--- src/btas_pkg.sv ---
// Shared types, constants, microcode table and helpers for the block transfer address sequencer.
`timescale 1ns / 1ps

package btas_pkg;

  // Register list that a store with an empty list transfers instead.
  localparam logic [15:0] PC_ONLY_LIST = 16'h8000;
  // Register count that a store with an empty list moves the base by.
  localparam logic [4:0]  FULL_COUNT   = 5'd16;
  // Bytes per word transfer.
  localparam logic [31:0] WORD_BYTES   = 32'd4;
  // Number of the program counter register.
  localparam logic [3:0]  PC_INDEX     = 4'd15;

  // Microprogram counter and the steps of the program.
  typedef logic [1:0] upc_t;
  localparam upc_t UPC_IDLE = 2'd0;
  localparam upc_t UPC_CALC = 2'd1;
  localparam upc_t UPC_ADJ  = 2'd2;
  localparam upc_t UPC_EMIT = 2'd3;

  // Jump conditions; the jump is taken when the condition holds.
  typedef enum logic [1:0] {
    JC_NEVER,
    JC_NO_START,
    JC_SKIP,
    JC_MORE
  } jcond_t;

  // Datapath controls of one step.
  typedef struct packed {
    logic idle;       // Waiting for an item; latch the input ports.
    logic calc_base;  // Compute start address and writeback value.
    logic calc_adj;   // Apply mode and r15 corrections.
    logic emit;       // Issue one transfer.
  } ctrl_t;

  // One control word of the microprogram.
  typedef struct packed {
    ctrl_t  ctrl;
    jcond_t jcond;
    upc_t   target;
  } uword_t;

  // Status from the datapath that jump conditions test.
  typedef struct packed {
    logic skip;  // Item produces no transfers.
    logic more;  // Transfers remain after the current one.
  } dp_status_t;

  // Microprogram: the emit step falls through by wrapping to the idle step.
  function automatic uword_t ucode_rom(upc_t pc);
    uword_t w;
    w = '0;
    case (pc)
      UPC_IDLE: begin
        w.ctrl.idle = 1'b1;
        w.jcond     = JC_NO_START;
        w.target    = UPC_IDLE;
      end
      UPC_CALC: begin
        w.ctrl.calc_base = 1'b1;
        w.jcond          = JC_SKIP;
        w.target         = UPC_IDLE;
      end
      UPC_ADJ: begin
        w.ctrl.calc_adj = 1'b1;
        w.jcond         = JC_NEVER;
        w.target        = UPC_IDLE;
      end
      UPC_EMIT: begin
        w.ctrl.emit = 1'b1;
        w.jcond     = JC_MORE;
        w.target    = UPC_EMIT;
      end
      default: begin
        w = '0;
      end
    endcase
    return w;
  endfunction

  // Number of set bits in a register list.
  function automatic logic [4:0] count_ones16(logic [15:0] list);
    logic [4:0] n;
    n = '0;
    for (int i = 0; i < 16; i++) begin
      n = n + {4'd0, list[i]};
    end
    return n;
  endfunction

endpackage

--- src/btas_useq.sv ---
// Microprogram sequencer: step counter, control table lookup and conditional jumps.
`timescale 1ns / 1ps

module btas_useq (
  input  logic                clk,
  input  logic                rst_n,
  input  logic                start,
  input  btas_pkg::dp_status_t status,
  output btas_pkg::ctrl_t      ctrl,
  output logic                busy
);
  import btas_pkg::*;

  upc_t   upc_r;
  upc_t   upc_nxt;
  uword_t uw;
  logic   take;

  // Fetch the control word and pick the next step.
  always_comb begin
    uw = ucode_rom(upc_r);
    case (uw.jcond)
      JC_NEVER:    take = 1'b0;
      JC_NO_START: take = !start;
      JC_SKIP:     take = status.skip;
      JC_MORE:     take = status.more;
      default:     take = 1'b0;
    endcase
    upc_nxt = take ? uw.target : upc_r + 2'd1;
  end

  assign ctrl = uw.ctrl;
  assign busy = !uw.ctrl.idle;

  // Step counter.
  always_ff @(posedge clk) begin
    if (!rst_n) begin
      upc_r <= UPC_IDLE;
    end else begin
      upc_r <= upc_nxt;
    end
  end

endmodule

--- src/btas_datapath.sv ---
// Address datapath: operand latches, address and writeback adders, register picker, result registers.
`timescale 1ns / 1ps

module btas_datapath (
  input  logic                 clk,
  input  logic                 rst_n,
  input  btas_pkg::ctrl_t      ctrl,
  output btas_pkg::dp_status_t status,
  input  logic                 in_condition_passed,
  input  logic                 in_is_load,
  input  logic [15:0]          in_register_list,
  input  logic [3:0]           in_base_index,
  input  logic [31:0]          in_base_value,
  input  logic                 in_pre_index,
  input  logic                 in_up,
  input  logic                 in_write_back,
  input  logic                 in_user_bank_bit,
  output logic                 out_valid,
  output logic [31:0]          out_address,
  output logic [3:0]           out_register_index,
  output logic                 out_use_user_bank,
  output logic                 out_writeback_enable,
  output logic [31:0]          out_writeback_value,
  output logic                 out_restore_status,
  output logic                 out_last
);
  import btas_pkg::*;

  // Latched item.
  logic [15:0] list_r;
  logic        empty_r;
  logic        cond_r;
  logic        load_r;
  logic        rn15_r;
  logic        pre_r;
  logic        up_r;
  logic        user_r;
  logic        wb_en_r;
  logic        restore_r;
  logic [31:0] addr_r;
  logic [31:0] wbval_r;

  // Result registers.
  logic        out_valid_r;
  logic [31:0] out_address_r;
  logic [3:0]  out_register_index_r;
  logic        out_use_user_bank_r;
  logic        out_writeback_enable_r;
  logic [31:0] out_writeback_value_r;
  logic        out_restore_status_r;
  logic        out_last_r;

  logic [15:0] in_list_eff;
  logic        in_empty;
  logic [4:0]  n_regs;
  logic [31:0] offset;
  logic [31:0] mode_adj;
  logic [31:0] pc_adj;
  logic [15:0] list_rest;
  logic [3:0]  low_idx;

  // Empty list stands for r15 alone with a sixteen-register block.
  always_comb begin
    in_empty    = (in_register_list == '0);
    in_list_eff = in_empty ? PC_ONLY_LIST : in_register_list;
  end

  // Block size in bytes.
  always_comb begin
    n_regs = empty_r ? FULL_COUNT : count_ones16(list_r);
    offset = {25'd0, n_regs, 2'b00};
  end

  // First emitted address relative to the block start, folding in the pre-step.
  always_comb begin
    case ({up_r, pre_r})
      2'b11:   mode_adj = WORD_BYTES;
      2'b10:   mode_adj = '0;
      2'b01:   mode_adj = '0;
      2'b00:   mode_adj = WORD_BYTES;
      default: mode_adj = '0;
    endcase
    pc_adj = rn15_r ? WORD_BYTES : '0;
  end

  // Lowest listed register and what remains after it.
  always_comb begin
    low_idx = '0;
    for (int i = 15; i >= 0; i--) begin
      if (list_r[i]) begin
        low_idx = 4'(i);
      end
    end
    list_rest = list_r & (list_r - 16'd1);
  end

  assign status.skip = !cond_r || (load_r && empty_r);
  assign status.more = (list_rest != '0);

  // Item latch and address arithmetic.
  always_ff @(posedge clk) begin
    if (ctrl.idle) begin
      list_r    <= in_list_eff;
      empty_r   <= in_empty;
      cond_r    <= in_condition_passed;
      load_r    <= in_is_load;
      rn15_r    <= (in_base_index == PC_INDEX);
      pre_r     <= in_pre_index;
      up_r      <= in_up;
      user_r    <= in_is_load ? (in_user_bank_bit && !in_list_eff[15]) : in_user_bank_bit;
      wb_en_r   <= in_write_back && !(in_is_load && in_list_eff[in_base_index]);
      restore_r <= in_is_load && in_user_bank_bit && in_list_eff[15];
      addr_r    <= in_base_value;
    end else if (ctrl.calc_base) begin
      addr_r  <= up_r ? addr_r : addr_r - offset;
      wbval_r <= up_r ? addr_r + offset : addr_r - offset;
    end else if (ctrl.calc_adj) begin
      addr_r  <= addr_r + mode_adj + pc_adj;
      wbval_r <= wbval_r + pc_adj;
    end else if (ctrl.emit) begin
      addr_r <= addr_r + WORD_BYTES;
      list_r <= list_rest;
    end
  end

  // Result strobe.
  always_ff @(posedge clk) begin
    if (!rst_n) begin
      out_valid_r <= 1'b0;
    end else begin
      out_valid_r <= ctrl.emit;
    end
  end

  // Result payload; end-of-instruction fields are zero on earlier items.
  always_ff @(posedge clk) begin
    if (ctrl.emit) begin
      out_address_r          <= addr_r;
      out_register_index_r   <= low_idx;
      out_use_user_bank_r    <= user_r;
      out_writeback_enable_r <= !status.more && wb_en_r;
      out_writeback_value_r  <= status.more ? '0 : wbval_r;
      out_restore_status_r   <= !status.more && restore_r;
      out_last_r             <= !status.more;
    end
  end

  assign out_valid            = out_valid_r;
  assign out_address          = out_address_r;
  assign out_register_index   = out_register_index_r;
  assign out_use_user_bank    = out_use_user_bank_r;
  assign out_writeback_enable = out_writeback_enable_r;
  assign out_writeback_value  = out_writeback_value_r;
  assign out_restore_status   = out_restore_status_r;
  assign out_last             = out_last_r;

endmodule

--- src/block_transfer_address_sequencer_unit.sv ---
// Top level of the block transfer address sequencer.
`timescale 1ns / 1ps

// Takes one load- or store-multiple instruction when start is high and busy is low, and
// issues one transfer per listed register, lowest register first, each shown for a single
// cycle with out_valid high; the receiver cannot stall, so every transfer must be taken
// when it appears. A microprogram of four steps runs each item: latch, base arithmetic,
// mode correction, then one transfer per cycle. An item keeps busy high in its base, mode
// and transfer steps (a store with an empty list has one transfer), and the transfers
// appear in the cycle after their step, the last in the cycle in which busy is already low
// again. An item that gives no transfers (condition failed, or load with an empty list)
// keeps busy high only for its base arithmetic step. The next item is taken in the idle
// cycle that follows, so the transfer step, one register a cycle, sets the rate.
module block_transfer_address_sequencer_unit (
  input  logic        clk,
  input  logic        rst_n,
  input  logic        start,
  output logic        busy,
  input  logic        in_condition_passed,
  input  logic        in_is_load,
  input  logic [15:0] in_register_list,
  input  logic [3:0]  in_base_index,
  input  logic [31:0] in_base_value,
  input  logic        in_pre_index,
  input  logic        in_up,
  input  logic        in_write_back,
  input  logic        in_user_bank_bit,
  output logic        out_valid,
  output logic [31:0] out_address,
  output logic [3:0]  out_register_index,
  output logic        out_use_user_bank,
  output logic        out_writeback_enable,
  output logic [31:0] out_writeback_value,
  output logic        out_restore_status,
  output logic        out_last
);
  import btas_pkg::*;

  ctrl_t      ctrl;
  dp_status_t status;

  // Microprogram control.
  btas_useq u_useq (
    .clk    (clk),
    .rst_n  (rst_n),
    .start  (start),
    .status (status),
    .ctrl   (ctrl),
    .busy   (busy)
  );

  // Address datapath.
  btas_datapath u_datapath (
    .clk                  (clk),
    .rst_n                (rst_n),
    .ctrl                 (ctrl),
    .status               (status),
    .in_condition_passed  (in_condition_passed),
    .in_is_load           (in_is_load),
    .in_register_list     (in_register_list),
    .in_base_index        (in_base_index),
    .in_base_value        (in_base_value),
    .in_pre_index         (in_pre_index),
    .in_up                (in_up),
    .in_write_back        (in_write_back),
    .in_user_bank_bit     (in_user_bank_bit),
    .out_valid            (out_valid),
    .out_address          (out_address),
    .out_register_index   (out_register_index),
    .out_use_user_bank    (out_use_user_bank),
    .out_writeback_enable (out_writeback_enable),
    .out_writeback_value  (out_writeback_value),
    .out_restore_status   (out_restore_status),
    .out_last             (out_last)
  );

endmodule

--- config.mk ---
export PLATFORM = sky130hd
export DESIGN_NAME = block_transfer_address_sequencer_unit
export DESIGN_NICKNAME = d
export VERILOG_FILES = /design/src/btas_pkg.sv /design/src/btas_useq.sv /design/src/btas_datapath.sv /design/src/block_transfer_address_sequencer_unit.sv
export SDC_FILE = /design/constraint.sdc
export NUM_CORES = 1
export LEC_CHECK = 0
export BUFFER_PORTS_ARGS = -buffer_cell sky130_fd_sc_hd__clkbuf_2
export CORE_MARGIN = 4
export CORE_UTILIZATION = 54
export DETAILED_ROUTE_END_ITERATION = 8
export GPL_ROUTABILITY_DRIVEN = 0
export PLACE_DENSITY = 0.75
export SLEW_MARGIN = 20
export SYNTH_ARGS = -nofsm -noshare
export SYNTH_HDL_FRONTEND = slang
export SYNTH_SLANG_ARGS = --single-unit
--- constraint.sdc ---
create_clock -name clk -period 8.51 [get_ports clk]
set_clock_uncertainty 0.2 [all_clocks]
set_input_delay 1.702 -clock clk [delete_from_list [all_inputs] [get_ports clk]]
set_output_delay 1.702 -clock clk [all_outputs]
set_load 0.02 [all_outputs]
==> results.py <==
metrics = {
    "logic_synthesis": {
        "synth_top_cell_by_area": "edfxtp_1",
        "synth_fp_nets": 1043,
        "ys_seq_elements": 164,
        "synth_cells": 939,
        "postSynthAreaPerCell_um2": 10.5,
        "synth_edf_count": 161,
        "async_flop_share_pct": 0,
        "synth_area_leaders": "edfxtp_1 49%, xnor2_1 4.4%, ha_1 3.8%",
        "synthTopCellsByCount": "161 x edfxtp_1, 96 x nand2_1, 65 x o21ai_0",
        "netlist.area_leader.share_pct": 49.0,
        "synth_ff_type": "edfxtp_1",
        "yosysMostFrequentCell": "edfxtp_1",
        "synth_cell_types": 59,
        "ys_seq_area_share_pct": 49.6,
        "syn_area_um2": 9860,
        "yosysWarnings": 0,
    },
    "critical_path": {
        "r2r_cells": 19,
        "critical_path_class": "flop to flop",
        "timing.rr.start": "u_datapath.list_r[0]$_SDFFCE_PN0P_",
        "crit_fanout": 7,
        "start_kind": "flop",
        "required_ns": 8.49,
        "r2r_setup_slack_ns": 1.86,
        "cp-end-kind": "flop",
        "rr_endpoint": "u_datapath.addr_r[14]$_DFFE_PP_",
        "cp_data_arrival_time_ns": 6.63,
    },
    "sta": {
        "finalSetupTns_ns": 0,
        "hold_viol": 0,
        "tightest_slew_ns": 1.05,
        "max-slew-margin-rel_pct": 29.7,
        "whs_ns": 0.219,
        "drv_slew": 0,
        "setup_violations": 0,
        "max_freq_mhz": 150,
        "fin_crit_sh_pct": 78.2,
        "min_period_ns": 6.65,
        "rsz0062_at_grt": "false",
    },
    "drt": {
        "viasPerCell": 6.03,
        "post_drt_wl_per_cell_um": 18.4,
        "drt_iter0_markers": 687,
        "ant_nets": 0,
        "routed_wl_um": 23800,
        "dr.pass1.iters": 6,
        "drc": 0,
        "vias": 7779,
    },
    "die": {
        "die_height_um": 143,
        "io_pins": 135,
        "core-area_um2": 18000,
        "die_w_um": 143,
        "std_cell_rows": 49,
        "dieArea_um2": 20500,
        "initial_utilization_pct": 54.9,
    },
    "min_path": {
        "holdPathEnd": "u_datapath.out_use_user_bank$_DFFE_PP_",
        "min_from": "u_datapath.user_r$_DFFE_PP_",
        "hold_class": "flop to flop",
        "min_delay_path_depth": 0,
    },
    "clock_network": {
        "cts_resized": 0,
        "clockBufferDepth": 2,
        "cts_tree": "done",
        "cts-root-buf": "clkbuf_16",
        "cts_sinks": 164,
        "htree_num_levels": 4,
        "post_cts_buffers": 0,
        "path_clk_slew_ns": 0.07,
        "insertion_delay_ns": 0.43,
        "cts_buffers": 17,
        "ctsHoldBuffers": 0,
    },
    "layout": {
        "regArea_um2": 4890,
        "insertedDiodeCount": 0,
        "drive_gt1_share_pct": 18.5,
        "fillers": 1480,
        "final_cells": 1290,
        "area_growth_pct": 14.6,
        "final_nets": 1152,
        "multiInputGateArea_um2": 4610,
    },
    "placed_design": {
        "port_buffers": 134,
        "dp_hpwl_um": 16900,
        "dp_cells": 1258,
    },
    "run": {
        "cap_viol_max_count": 0,
    },
    "global_routing": {
        "grt_start_max_net_pins": 99,
        "grt_pass1_vias": 7326,
        "grt_use_total_pct": 23.7,
        "grt_pass1_wl_um": 38200,
        "antenna_found_initial": 0,
        "grt-ovfl-total": 0,
    },
    "run_status": {
        "status": "completed",
    },
}
final cells by class:
| class | instances | area share [%] |
|---|---|---|
| Clock buffer | 19 | 3.83 |
| Inverter | 48 | 1.59 |
| Clock inverter | 13 | 1.53 |
| Multi-Input combinational cell | 676 | 40.8 |
| Timing Repair Buffer | 141 | 6.40 |
| Sequential cell | 164 | 43.3 |
| Tap cell | 229 | 2.54 |
sequential cells by signal (all words and copies together), names as in the netlist, 2 cells and up:
signal,count
u_datapath.addr_r,32
u_datapath.out_address,32
u_datapath.out_writeback_value,32
u_datapath.wbval_r,32
u_datapath.list_r,16
u_datapath.out_register_index,4
u_useq.upc_r,2
cell usage in the layout, fill, tap and decap left out, drive strengths merged, types with 11 or more instances in the layout:
cell	netlist	final
edfxtp	161	161
clkbuf	41	153
nand2	96	96
o21ai	68	68
nor2	54	54
inv	47	52
xnor2	50	50
and2	43	43
xor2	42	42
a21oi	38	38
ha	30	30
nor4	24	24
nor3	23	23
nand3	20	20
nand4	18	18
fa	13	13
o22ai	12	12
mux2i	11	11
worst max-delay path, cell delays in order (launching register included):
cell and delay [ns]:
edfxtp_1 0.46, inv_1 0.11, ha_1 0.31, inv_1 0.07, fa_1 0.43, fa_1 0.49
fa_1 0.53, fa_1 0.43, fa_1 0.41, fa_1 0.42, xnor2_1 0.17, nand2b_1 0.09
ha_1 0.37, nor2b_1 0.16, o21ai_0 0.30, a21oi_1 0.23, a2111oi_0 0.58, xnor2_1 0.27
a21oi_1 0.15, a21o_1 0.21
layer usage:
metal	vias to the layer above	global-route usage, %	part of all wire [%]
met4	0	7.65	2.0
met3	52	5.36	9.9
met5	-	0	0
met2	424	35.9	45
met1	3657	34.0	44
li1	3646	-	-
worst max-delay path by stage:
stage | start | to | cells past startpoint
2_1_floorplan | u_datapath.list_r[0]$_SDFFCE_PN0P_ | u_datapath.addr_r[22]$_DFFE_PP_ | 19
3_3_place_gp | u_datapath.list_r[0]$_SDFFCE_PN0P_ | u_datapath.wbval_r[16]$_DFFE_PP_ | 18
3_5_place_dp | u_datapath.list_r[0]$_SDFFCE_PN0P_ | u_datapath.wbval_r[16]$_DFFE_PP_ | 18
4_1_cts | u_datapath.list_r[0]$_SDFFCE_PN0P_ | u_datapath.wbval_r[16]$_DFFE_PP_ | 18
5_1_grt | u_datapath.list_r[0]$_SDFFCE_PN0P_ | u_datapath.addr_r[27]$_DFFE_PP_ | 20
6_report | u_datapath.list_r[0]$_SDFFCE_PN0P_ | u_datapath.addr_r[14]$_DFFE_PP_ | 19
per-stage QoR:
stage          setup WS [ns]  util (%)  area (um^2)
2_1_floorplan           2.36         -         9860
3_3_place_gp            1.99      59.5        10700
3_5_place_dp            1.91      59.5        10700
4_1_cts                 1.88      62.9        11300
5_1_grt                 1.49      62.9        11300
6_report                1.86      62.9        11300
kinds of logic (layout without fill, tap and decap cells):
kind of cell | count (synthesis) | in the layout | synth area share [%]
compound gates | 182 | 182 | 11.2
xor+xnor | 92 | 92 | 8.17
fa+ha+maj | 45 | 45 | 6.65
buf+inv | 99 | 221 | 3.92
flops | 164 | 164 | 49.6
mux | 21 | 21 | 2.72
simple gates | 336 | 336 | 17.7
Power is left out: the tool's default activity adds up to more than one toggle a clock period on the data nets, which glitch-free logic cannot reach.
